<file path="src/hdl/doubly_linked_list_cursor_engine_unit_assert.svh">
// ----------------------------------------------------------------------------
// Assertion macros for the list cursor engine
// Concurrent assertion shorthands, clocked on clk_i, off while in reset.
// ----------------------------------------------------------------------------
`ifndef DOUBLY_LINKED_LIST_CURSOR_ENGINE_UNIT_ASSERT_SVH
`define DOUBLY_LINKED_LIST_CURSOR_ENGINE_UNIT_ASSERT_SVH

// Same-cycle implication.
`define DLLCE_ASSERT_SAME(label, pre, post) \
  label: assert property (@(posedge clk_i) disable iff (!rst_ni) (pre) |-> (post)) \
    else $error("list engine assertion failed");

// Next-cycle implication.
`define DLLCE_ASSERT_NEXT(label, pre, post) \
  label: assert property (@(posedge clk_i) disable iff (!rst_ni) (pre) |=> (post)) \
    else $error("list engine assertion failed");

`endif

</file>
<file path="src/hdl/dllce_pkg.sv">
// ----------------------------------------------------------------------------
// dllce_pkg
// Shared types and constants of the list cursor engine.
// ----------------------------------------------------------------------------
package dllce_pkg;

  localparam int OP_W  = 5;
  localparam int VAL_W = 32;
  localparam int ST_W  = 2;
  localparam int LEN_W = 9;

  typedef enum logic [OP_W-1:0] {
    OP_CLEAR      = 5'd0,
    OP_INS_HEAD   = 5'd1,
    OP_INS_TAIL   = 5'd2,
    OP_CUR_HEAD   = 5'd3,
    OP_CUR_TAIL   = 5'd4,
    OP_GET_HEAD   = 5'd5,
    OP_GET_TAIL   = 5'd6,
    OP_DEL_HEAD   = 5'd7,
    OP_DEL_TAIL   = 5'd8,
    OP_DEL_AFTER  = 5'd9,
    OP_DEL_BEFORE = 5'd10,
    OP_INS_AFTER  = 5'd11,
    OP_INS_BEFORE = 5'd12,
    OP_GET_CUR    = 5'd13,
    OP_SET_CUR    = 5'd14,
    OP_NEXT       = 5'd15,
    OP_PREV       = 5'd16
  } op_e;

  typedef enum logic [ST_W-1:0] {
    ST_OK    = 2'd0,
    ST_EMPTY = 2'd1,
    ST_FULL  = 2'd2
  } st_e;

  typedef enum logic [2:0] {
    S_IDLE,
    S_RD1,
    S_RD2,
    S_WR1,
    S_WR2,
    S_DONE
  } state_e;

  // Controller to datapath commands.
  typedef struct packed {
    logic load;   // capture the accepted transaction
    logic rd2;    // second, dependent memory read
    logic wr1;    // first write phase and register update
    logic wr2;    // second write phase
    logic emit;   // load the output register
  } cmd_t;

endpackage

</file>
<file path="src/hdl/dllce_ctrl.sv">
// ----------------------------------------------------------------------------
// dllce_ctrl
// Sequencer: accept, two reads, two write phases, hand off to output register.
// ----------------------------------------------------------------------------
module dllce_ctrl (
  input  logic             clk_i,
  input  logic             rst_ni,
  input  logic             in_valid_i,
  output logic             in_ready_o,
  output logic             out_valid_o,
  input  logic             out_ready_i,
  output dllce_pkg::cmd_t  cmd_o
);
  import dllce_pkg::*;

  state_e state_q, state_d;
  logic   out_valid_q, out_valid_d;

  always_ff @(posedge clk_i or negedge rst_ni) begin
    if (!rst_ni) begin
      state_q     <= S_IDLE;
      out_valid_q <= 1'b0;
    end else begin
      state_q     <= state_d;
      out_valid_q <= out_valid_d;
    end
  end

  always_comb begin
    state_d    = state_q;
    cmd_o      = '0;
    in_ready_o = 1'b0;
    out_valid_d = out_valid_q;
    if (out_ready_i) begin
      out_valid_d = 1'b0;
    end
    case (state_q)
      S_IDLE: begin
        in_ready_o = 1'b1;
        if (in_valid_i) begin
          cmd_o.load = 1'b1;
          state_d    = S_RD1;
        end
      end
      S_RD1: state_d = S_RD2;
      S_RD2: begin
        cmd_o.rd2 = 1'b1;
        state_d   = S_WR1;
      end
      S_WR1: begin
        cmd_o.wr1 = 1'b1;
        state_d   = S_WR2;
      end
      S_WR2: begin
        cmd_o.wr2 = 1'b1;
        state_d   = S_DONE;
      end
      S_DONE: begin
        // hold until the output register is free or being drained
        if (!out_valid_q || out_ready_i) begin
          cmd_o.emit  = 1'b1;
          out_valid_d = 1'b1;
          state_d     = S_IDLE;
        end
      end
      default: state_d = S_IDLE;
    endcase
  end

  assign out_valid_o = out_valid_q;

endmodule

</file>
<file path="config.mk">
export PLATFORM = sky130hd
export DESIGN_NAME = dllce_ctrl
export DESIGN_NICKNAME = d
export VERILOG_FILES = /design/src/hdl/doubly_linked_list_cursor_engine_unit_assert.svh /design/src/hdl/dllce_pkg.sv /design/src/hdl/dllce_ctrl.sv
export SDC_FILE = /design/constraint.sdc
export NUM_CORES = 1
export LEC_CHECK = 0
export ABC_CLOCK_PERIOD_IN_PS = 2300
export BUFFER_PORTS_ARGS = -buffer_cell sky130_fd_sc_hd__clkbuf_2
export CORE_AREA = 2 2 39 41
export CTS_CLUSTER_SIZE = 30
export DETAILED_ROUTE_END_ITERATION = 7
export DIE_AREA = 0 0 41 43
export PLACE_DENSITY = 0.47
export SLEW_MARGIN = 10
export SYNTH_ARGS = -nofsm -noshare
export SYNTH_HDL_FRONTEND = slang
export SYNTH_SLANG_ARGS = --single-unit
</file>
<file path="constraint.sdc">
create_clock -name clk_i -period 2.3 [get_ports clk_i]
set_input_delay 0.46 -clock clk_i [delete_from_list [all_inputs] [get_ports clk_i]]
set_output_delay 0.46 -clock clk_i [all_outputs]
set_load 0.01 [all_outputs]
</file>
# ---- Yosys cells after proc, flatten, opt, wreduce, memory -nomap -nowiden
# Index checks and enable logic that the tools add are counted.
dict set report classes {
  mux 14
  reduce_logical 4
  eq_ne 7
}
# op count
set ops {}
lappend ops {{case mux 3 bit (6 select lines)} 1}
lappend ops {{2-to-1 mux 1 bit} 11}
lappend ops {{== test 3 x 2 -> 1 bit, second input constant} 2}
lappend ops {{== test 3 bit, second input constant} 2}
lappend ops {{2-to-1 mux 3 bit} 2}
lappend ops {{!= test 2 bit, second input constant} 2}
lappend ops {{== test 3 x 1 -> 1 bit, second input constant} 1}
lappend ops {{zero test 3 bit} 1}
lappend ops {{AND reduction 2 bit} 1}
lappend ops {{zero test 1 bit} 1}
lappend ops {{logical OR 1 bit} 1}
dict set report totals {
  out_inout_bits 7
  elab_cells 27
  reg_bits 4
  input_bits 4
}

# ---- Longest topological paths before layout
# Gate-level depths: netlist (run 1).
dict set report logic_depth {
  ltp_word 4
  ltp_mapped 4
  mapped_depth_nobuf 3
}

# ---- Worst setup path before layout (run 1)
# Ideal clock, no wire load.
dict set report synth_timing {
  path_type {reg-to-output}
  start {register state_q[1]}
  end {output port cmd_o[4] in the netlist's numbering}
  slack_ps 943
  t_required_ps 1840
  stages_incl_launch_ff 4
  n_path_buf 1
  t_arrival_ps 897
  path_cell_list {dfrtp_1 buf_6 nor3_4 and2_1}
}
# element line
set synth_lines {}
lappend synth_lines {{from (decl)} dllce_ctrl.sv:16} ;# state_e state_q, state_d;
lappend synth_lines {{from (signal assigned)} dllce_ctrl.sv:24} ;# state_q <= state_d;
lappend synth_lines {{to (decl)} dllce_ctrl.sv:12} ;# output dllce_pkg::cmd_t cmd_o

==> out/metrics.csv, run 1 <==
metric;value;unit
status;finished clean;
nets;41;
rows;14;
reg2regPathDepth;3;
place_inst;48;
wl_per_cell;9.39;µm
postCtsSetupBuffers;0;
cap_violations;0;
ant_nets;0;
antenna_cells;0;
cts_tree;done;
cp.required;1.84;ns
cts_root_buf;clkbuf_4;
cts-htree-levels;1;
gp_congestion;0.682;
drc;0;
p_total;0.435;mW
grt_max_degree;12;
synth_edf_count;0;
initial_utilization;0.187;
grt.overflow.total;0;
hold_class;primary input to async pin;
period_minus_slack;1.68;ns
final_max_slew_viol_count;0;
syn_nets;29;
setup_viol;0;
cp-end-kind;output pin;
instances_no_fill;51;
synth.avg_cell_area;10.4;µm²
power.leakage;0.153;nW
final_layout_size_suffix_gt1_frac;0.486;
dp_slack;0.867;ns
yosysWarnings;0;
port_buffers;10;
peakVddDrop;0.481;mV
netlist_instances;25;
synth_area;259;µm²
tightest_slew;0.413;ns
rsz0062_at_grt;false;
yosys.cell_types.count;17;
core-area;1380;µm²
cts.sinks;4;
die-width;41;µm
clockBufferDepth;2;
fp.dieH;43;µm
ios;11;
fin_worst_skew;0.00138;ns
wl;479;µm
synth_top_cell_by_area;dfrtp_1;
start_kind;flip-flop;
cts_hold_buffers;0;
cts-buffers-inserted;3;
fin_setup_tns;0;ns
final_design_area_no_fill;318;µm²
via_per_inst;4.10;
worst_ep_arrival_time;1.22;ns
crit_type;flip-flop to output pin;
fillers;152;
cts_resized;0;
first_pass_iters;2;
dieArea;1760;µm²
fmax;596;MHz
p_per_area;1370;nW/µm²
grt_pass1_vias;163;
clk_pin_slew;0.04;ns
synthFlopType;dfrtp_1;
syn2layout_area_growth;22.7;%
num_vias;209;
grt_pass1_wl;710;µm
synth.area.top_cells;dfrtp_1 39%, buf_6 13%, nor3_4 6.3%;
ys_seq_elements;4;
ys_seq_area_frac;0.386;
placed_area;295;µm²
async_flop_share;1.00;
slew_headroom;0.725;
synth_top_area_share;0.386;
grt_usage;0.0716;
min_period_over_period;0.729;
clk_latency;0.23;ns
first_iter_violations;4;
antenna_found_initial;0;
cp_max_fo;9;
timing.final.ws_setup;0.623;ns
finalHoldViolations;0;
-- critical path: stages, from the launching register on --
cell	delay [ns]
dfrtp_1	0.49
nor3_4	0.22
and2_1	0.14
clkbuf_2	0.12
-- placed cells by master (no fill, tap or decap) --
master,count
nand2_1,1
nor3_4,1
clkbuf_4,3
o22ai_1,1
nor3_1,1
nor2b_2,1
nor3b_1,2
and2_1,1
o21ai_0,1
a221oi_2,1
clkbuf_2,10
dfrtp_1,4
nand3b_1,1
nand2_2,1
nor2_1,3
inv_1,1
nand2b_1,1
xnor2_1,1
-- final timing paths --
| path | startpoint | endpoint | slack (ns) |
|---|---|---|---|
| max | state_q[1] | cmd_o[4] | 0.62 |
| min | rst_ni | state_q[1] | 0.03 |
| max reg2reg | state_q[0] | state_q[2] | 1.30 |
| min reg2reg | state_q[0] | state_q[0] | 0.69 |
| max in group asynchronous | rst_ni | out_valid_o | 2.15 |
| min in group clk_i | out_ready_i | state_q[0] | 0.52 |
-- synthesized netlist by cell type (2+ instances only) --
master,n
buf_6,3
nor2_1,3
dfrtp_1,4
nor3b_1,2
-- area by class of cell --
cell class,count,area [µm²],area share
sequential,4,100,0.315
clock buffer,3,22.5,0.0709
tap,16,20.0,0.0630
multi-input combinational,17,121,0.382
inverter,1,3.75,0.0118
timing repair buffer,10,50.0,0.157
-- power breakdown --
group / leakage (nW) / switching (mW) / internal [mW] / total, mW
Sequential: 0.0511 / 0.0767 / 0.100 / 0.177
Clock: 0.0138 / 0.0295 / 0.0584 / 0.0879
Combinational: 0.0879 / 0.0745 / 0.0959 / 0.170
Total: 0.153 / 0.181 / 0.254 / 0.435
-- layer usage --
metal  track usage  routed length, µm
met2        0.0719                187
met5             0                  0
met1        0.0782                227
met3        0.0157                 36
met4         0.140                 27
-- state kept, by name, summed over array words and instances, names as in the netlist --
name / flops
state_q: 3
out_valid_o: 1
-- through the flow --
step / utilization / hold slack [ns]
final: 0.230 / 0.0255
after global routing: 0.230 / 0.0297
after CTS: 0.230 / 0.0235
after detailed placement: 0.213 / 0.274
after global placement: 0.213 / 0.274
after floorplan: - / 0.164
-- cell families (layout without fill, tap and decap cells) --
family,after synthesis,in the layout,share of synthesized area
flip-flops,4,4,0.386
buffers and inverters,4,14,0.145
AND/OR/NAND/NOR,13,13,0.333
XOR/XNOR,1,1,0.0338
AO/OA/AOI/OAI,3,3,0.101
(Power assumes the default switching activity.)
==> run 2, diff against run 1 <==
--- a/config.mk
+++ b/config.mk
@@ -5,7 +5,7 @@
 export SDC_FILE = /design/constraint.sdc
 export NUM_CORES = 1
 export LEC_CHECK = 0
-export ABC_CLOCK_PERIOD_IN_PS = 2300
+export ABC_CLOCK_PERIOD_IN_PS = 1550
 export BUFFER_PORTS_ARGS = -buffer_cell sky130_fd_sc_hd__clkbuf_2
 export CORE_AREA = 2 2 39 41
 export CTS_CLUSTER_SIZE = 30
==> constraint.sdc (replaced) <==
create_clock -name clk_i -period 1.55 [get_ports clk_i]
set_input_delay 0.31 -clock clk_i [delete_from_list [all_inputs] [get_ports clk_i]]
set_output_delay 0.31 -clock clk_i [all_outputs]
set_load 0.01 [all_outputs]
==> run 2 against run 1 <==
  * Routed wire length shrank 0.21%
  * Critical endpoint unchanged
  * Via count up 5.3%
  * Die area stayed put
  * Combinational power grew 78%
  * First-iteration DRC count decreased by 100%
  * Sequential power is 46% higher
  * Critical path depth is the same
  * Register-to-register slack worse by 0.71 ns
  * Global-route usage is 1.0 points higher
  * Worst hold slack gained 0.35 ns
==> out/metrics.csv, run 2 (synthesis results as in run 1) <==
metric;value;unit;change
slew_headroom;0.851;;+0.126
worst_ep_arrival_time;1.14;ns;-0.08 ns
cpPeakStageDelay;0.47;ns;-0.02 ns
hold_class;primary input to flip-flop;;
gp_congestion;0.713;;+4.6%
initial_utilization;0.187;;unchanged
grt.overflow.total;0;;unchanged
whs_endpoint;state_q[0];;
status;finished clean;;
nets;44;;+7.3%
reg2regPathDepth;2;;-1
core-area;1380;µm²;unchanged
port_buffers;10;;unchanged
drc;0;;unchanged
grt_pass1_wl;807;µm;+14%
finalHoldViolations;0;;unchanged
tightest_slew;0.224;ns;-0.188 ns
period_minus_slack;1.45;ns;
critical_path.top_delay_family;flip-flops;;
fp.dieH;43;µm;unchanged
final_layout_size_suffix_gt1_frac;0.579;;+0.0932
grt_max_degree;12;;unchanged
first_iter_violations;0;;-4
clockBufferDepth;2;;unchanged
cp-end-kind;output pin;;
cts.sinks;4;;unchanged
peakVddDrop;0.705;mV;+47%
fillers;155;;+2.0%
largest_register_ffs;3;;unchanged
cts_root_buf;clkbuf_4;;
rrSetupSlack;0.59;ns;-0.71 ns
setup_viol;0;;unchanged
die-width;41;µm;unchanged
rsz0062_at_grt;false;;
first_pass_iters;1;;-1
num_vias;220;;+5.3%
final_max_slew_viol_count;0;;unchanged
cts-buffers-inserted;3;;unchanged
rows;14;;unchanged
slowest_stage;dfrtp_2;;
hp-start;out_ready_i;;
hold_depth;4;;
fin_worst_skew;0.00566;ns;+0.00428 ns
layout_common_cells;10 x clkbuf_2, 3 x nor2_1, 3 x clkbuf_4, 3 x dfrtp_2;;
cts_tree;done;;
fin_setup_tns;0;ns;unchanged
post-route-util;0.250;;+0.0208
r2r-end;state_q[0];;
reg2reg_from;state_q[1];;
grt_pass1_vias;186;;+14%
p_per_area;1990;nW/µm²;+45%
clk_latency;0.23;ns;about the same
start_kind;flip-flop;;
layout_commonest_cell;clkbuf_2;;
crit_type;flip-flop to output pin;;
cp.required;1.24;ns;-0.60 ns
syn2layout_area_growth;33.8;%;
min_period_over_period;0.934;;
crit_chain;nor3_4 > and2_1 > clkbuf_2;;
antenna_found_initial;0;;unchanged
ios;11;;unchanged
wl;478;µm;-0.21%
fmax;690;MHz;
place_inst;48;;unchanged
via_per_inst;4.07;;-0.58%
cp_max_fo;8;;-1
antenna_cells;0;;unchanged
instances_no_fill;54;;+5.9%
clk_pin_slew;0.03;ns;about the same
power.leakage;0.163;nW;+6.8%
wl_per_cell;8.85;µm;-5.8%
cp_num_buf_inv;1;;unchanged
largest-register;state_q;;
cts-htree-levels;1;;unchanged
dieArea;1760;µm²;unchanged
grt_usage;0.0817;;+0.0101
ant_nets;0;;unchanged
cap_violations;0;;unchanged
==> run 2: changes by cell type in the layout (fill, tap and decap cells not counted), sizes merged <==
cell	previous run	this run
buf	0	2
dlygate4sd3	0	1
==> run 2: how the worst max path moves through the flow <==
stage,start,slack (ns),to,depth (start not counted)
floorplan,state_q[1],0.34,cmd_o[4],3
global placement,state_q[1],0.27,cmd_o[4],3
detailed placement,state_q[2],0.27,cmd_o[0],3
CTS,state_q[2],0.009,cmd_o[0],3
global route,state_q[0],0.01,cmd_o[4],3
finish,state_q[0],0.10,cmd_o[4],3
==> run 2: per-stage QoR <==
step	cell area, µm²	setup slack (ns)	total power [mW]	hold slack, ns
floorplan	259	0.343	0.499	0.0144
global placement	295	0.273	0.519	0.123
detailed placement	295	0.271	0.520	0.124
CTS	328	0.00914	0.657	0.374
global route	347	0.0119	0.760	0.395
finish	347	0.102	0.690	0.378
==> run 2: worst min-delay path: stages <==
cell	delay [ns]
clkbuf_2	0.08
nor2b_2	0.05
nand2_2	0.06
a221oi_2	0.05
==> run 2: power by group <==
part           switching, mW  internal, mW
registers              0.101         0.157
clock network         0.0421        0.0866
logic                  0.129         0.174
==> run 2: layout make-up <==
cell class	instances	area, µm²	share of cell area
Multi-Input combinational cell	17	121	0.350
Sequential cell	4	104	0.300
Timing Repair Buffer	13	75.1	0.217
Clock buffer	3	22.5	0.0650
Tap cell	16	20.0	0.0578
Inverter	1	3.75	0.0108
==> run 2: repair_timing <==
item                       4_1_cts  5_1_grt
gates resized for setup          0        3
hold endpoints to repair         4        0
setup endpoints to repair        0        4
buffers inserted                 0        2
hold buffers                     1        0
==> run 2: per-layer routing <==
metal	global-route usage	part of all wire
met5	0	0
met4	0.140	0.056
met3	0.0314	0.073
met2	0.0781	0.43
met1	0.0945	0.44
==> run 3, diff against run 2 <==
--- a/config.mk
+++ b/config.mk
@@ -12,6 +12,7 @@
 export DETAILED_ROUTE_END_ITERATION = 7
 export DIE_AREA = 0 0 41 43
 export PLACE_DENSITY = 0.47
+export REMOVE_ABC_BUFFERS = 1
 export SLEW_MARGIN = 10
 export SYNTH_ARGS = -nofsm -noshare
 export SYNTH_HDL_FRONTEND = slang
==> run 3 against run 2 <==
  * Combinational power fell by 15%
  * First-iteration DRC count rose by 2
  * Largest cell class unchanged
  * Maximum frequency fell by 2.5%
  * Power fell by 4.3%
==> out/metrics.csv, run 3 (synthesis results as in run 1) <==
metric;value;unit;change
first_iter_violations;2;;+2
grt_usage;0.0696;;-0.0120
fp.dieH;43;µm;unchanged
cts-htree-levels;1;;unchanged
slowest_stage;dfrtp_2;;
reg2regPathDepth;3;;+1
cts_tree;done;;
tightest_slew;0.210;ns;-0.0136 ns
rsz0062_at_grt;false;;
drc;0;;unchanged
antenna_cells;0;;unchanged
worst_ep_arrival_time;1.18;ns;+0.04 ns
clk_pin_slew;0.04;ns;about the same
status;finished clean;;
power.leakage;0.153;nW;-6.1%
wl_per_cell;9.35;µm;+5.6%
core-area;1380;µm²;unchanged
crit_chain;nor3_4 > and2_1 > clkbuf_2;;
die-width;41;µm;unchanged
critical_path_depth;3;;unchanged
gp_congestion;0.674;;-5.6%
hold_class;primary input to flip-flop;;
crit_type;flip-flop to output pin;;
wl;486;µm;+1.7%
min_period_over_period;0.958;;+0.0238
hold_depth;4;;unchanged
via_per_inst;3.90;;-4.2%
first_pass_iters;3;;+2
largest-register;state_q;;
slew_headroom;0.859;;+0.00799
grt.overflow.total;0;;unchanged
peakVddDrop;0.653;mV;-7.4%
final_max_slew_viol_count;0;;unchanged
grt_max_degree;12;;unchanged
critical_path.top_delay_family;flip-flops;;
ant_nets;0;;unchanged
whs;0.365;ns;-0.0124 ns
cts-buffers-inserted;3;;unchanged
rows;14;;unchanged
clk_latency;0.24;ns;about the same
cts_root_buf;clkbuf_4;;
layout_commonest_cell;clkbuf_2;;
final_design_area_no_fill;332;µm²;-4.3%
cp.required;1.24;ns;about the same
grt_pass1_wl;821;µm;+1.7%
setup_viol;0;;unchanged
dieArea;1760;µm²;unchanged
grt_pass1_vias;204;;+9.7%
timing.final.ws_setup;0.0646;ns;-0.0369 ns
fin_setup_tns;0;ns;unchanged
dp_slack;0.272;ns;+0.00141 ns
cp_max_fo;9;;+1
ios;11;;unchanged
cp_num_buf_inv;1;;unchanged
finalHoldViolations;0;;unchanged
antenna_found_initial;0;;unchanged
largest_register_ffs;3;;unchanged
cpPeakStageDelay;0.47;ns;about the same
layout_common_cells;10 x clkbuf_2, 3 x nor2_1, 3 x clkbuf_4, 3 x dfrtp_2, 2 x nor3b_1;;
initial_utilization;0.187;;unchanged
period_minus_slack;1.49;ns;+0.0369 ns
final_layout_size_suffix_gt1_frac;0.556;;-0.0234
clockBufferDepth;2;;unchanged
fillers;163;;+5.2%
syn2layout_area_growth;28.0;%;
fin_worst_skew;0.00276;ns;-0.00290 ns
fmax;673;MHz;-2.5%
cap_violations;0;;unchanged
p_per_area;1990;nW/µm²;about the same
start_kind;flip-flop;;
cp-end-kind;output pin;;
nets;42;;-4.5%
num_vias;203;;-7.7%
cts.sinks;4;;unchanged
port_buffers;10;;unchanged
placed_area;295;µm²;unchanged
## run 3: cell type report
class                   instances  area (µm²)  area share
flip-flops and latches          4         104       0.313
repair buffers                 11        60.1       0.181
well taps                      16        20.0      0.0604
multi-input cells              17         121       0.366
inverters                       1        3.75      0.0113
clock buffers                   3        22.5      0.0679
## run 3: stage by stage
stage	util	total power, mW	instances
after floorplan	-	0.420	22
after global placement	0.213	0.526	48
after detailed placement	0.213	0.523	48
after CTS	0.237	0.666	52
after global routing	0.240	0.714	52
final	0.240	0.660	52
## run 3: worst min-delay path, stage by stage
cell      delay (ns)
clkbuf_2        0.08
nor2b_2         0.05
nand2_2         0.06
a221oi_2        0.05
## run 3: path summary, 6_finish.rpt
kind                             start          end  slack (ns)
setup / recovery            state_q[1]     cmd_o[4]        0.06
hold / removal             out_ready_i   state_q[0]        0.37
setup reg to reg           out_valid_o   state_q[0]        0.61
hold reg to reg             state_q[2]   state_q[1]        0.59
max in group asynchronous       rst_ni   state_q[0]        1.01
min in group asynchronous       rst_ni  out_valid_o        0.40
## run 3: repair_timing
| item | CTS | global route |
|---|---|---|
| endpoints found under the hold margin | 4 | 0 |
| gates resized for setup | 0 | 3 |
| endpoints found under the setup margin | 0 | 4 |
| buffers inserted | 0 | 0 |
| hold buffers | 1 | 0 |
## run 3: power by group
group          internal (mW)  total (mW)  switching, mW
combinational          0.144       0.257          0.113
sequential             0.157       0.268          0.111
clock                 0.0870       0.135         0.0478
## run 3: metal layers
metal  GRT usage  part of all wire
met3      0.0471              0.12
met4      0.0200                 0
met2      0.0844              0.39
met5           0                 0
met1      0.0980              0.49
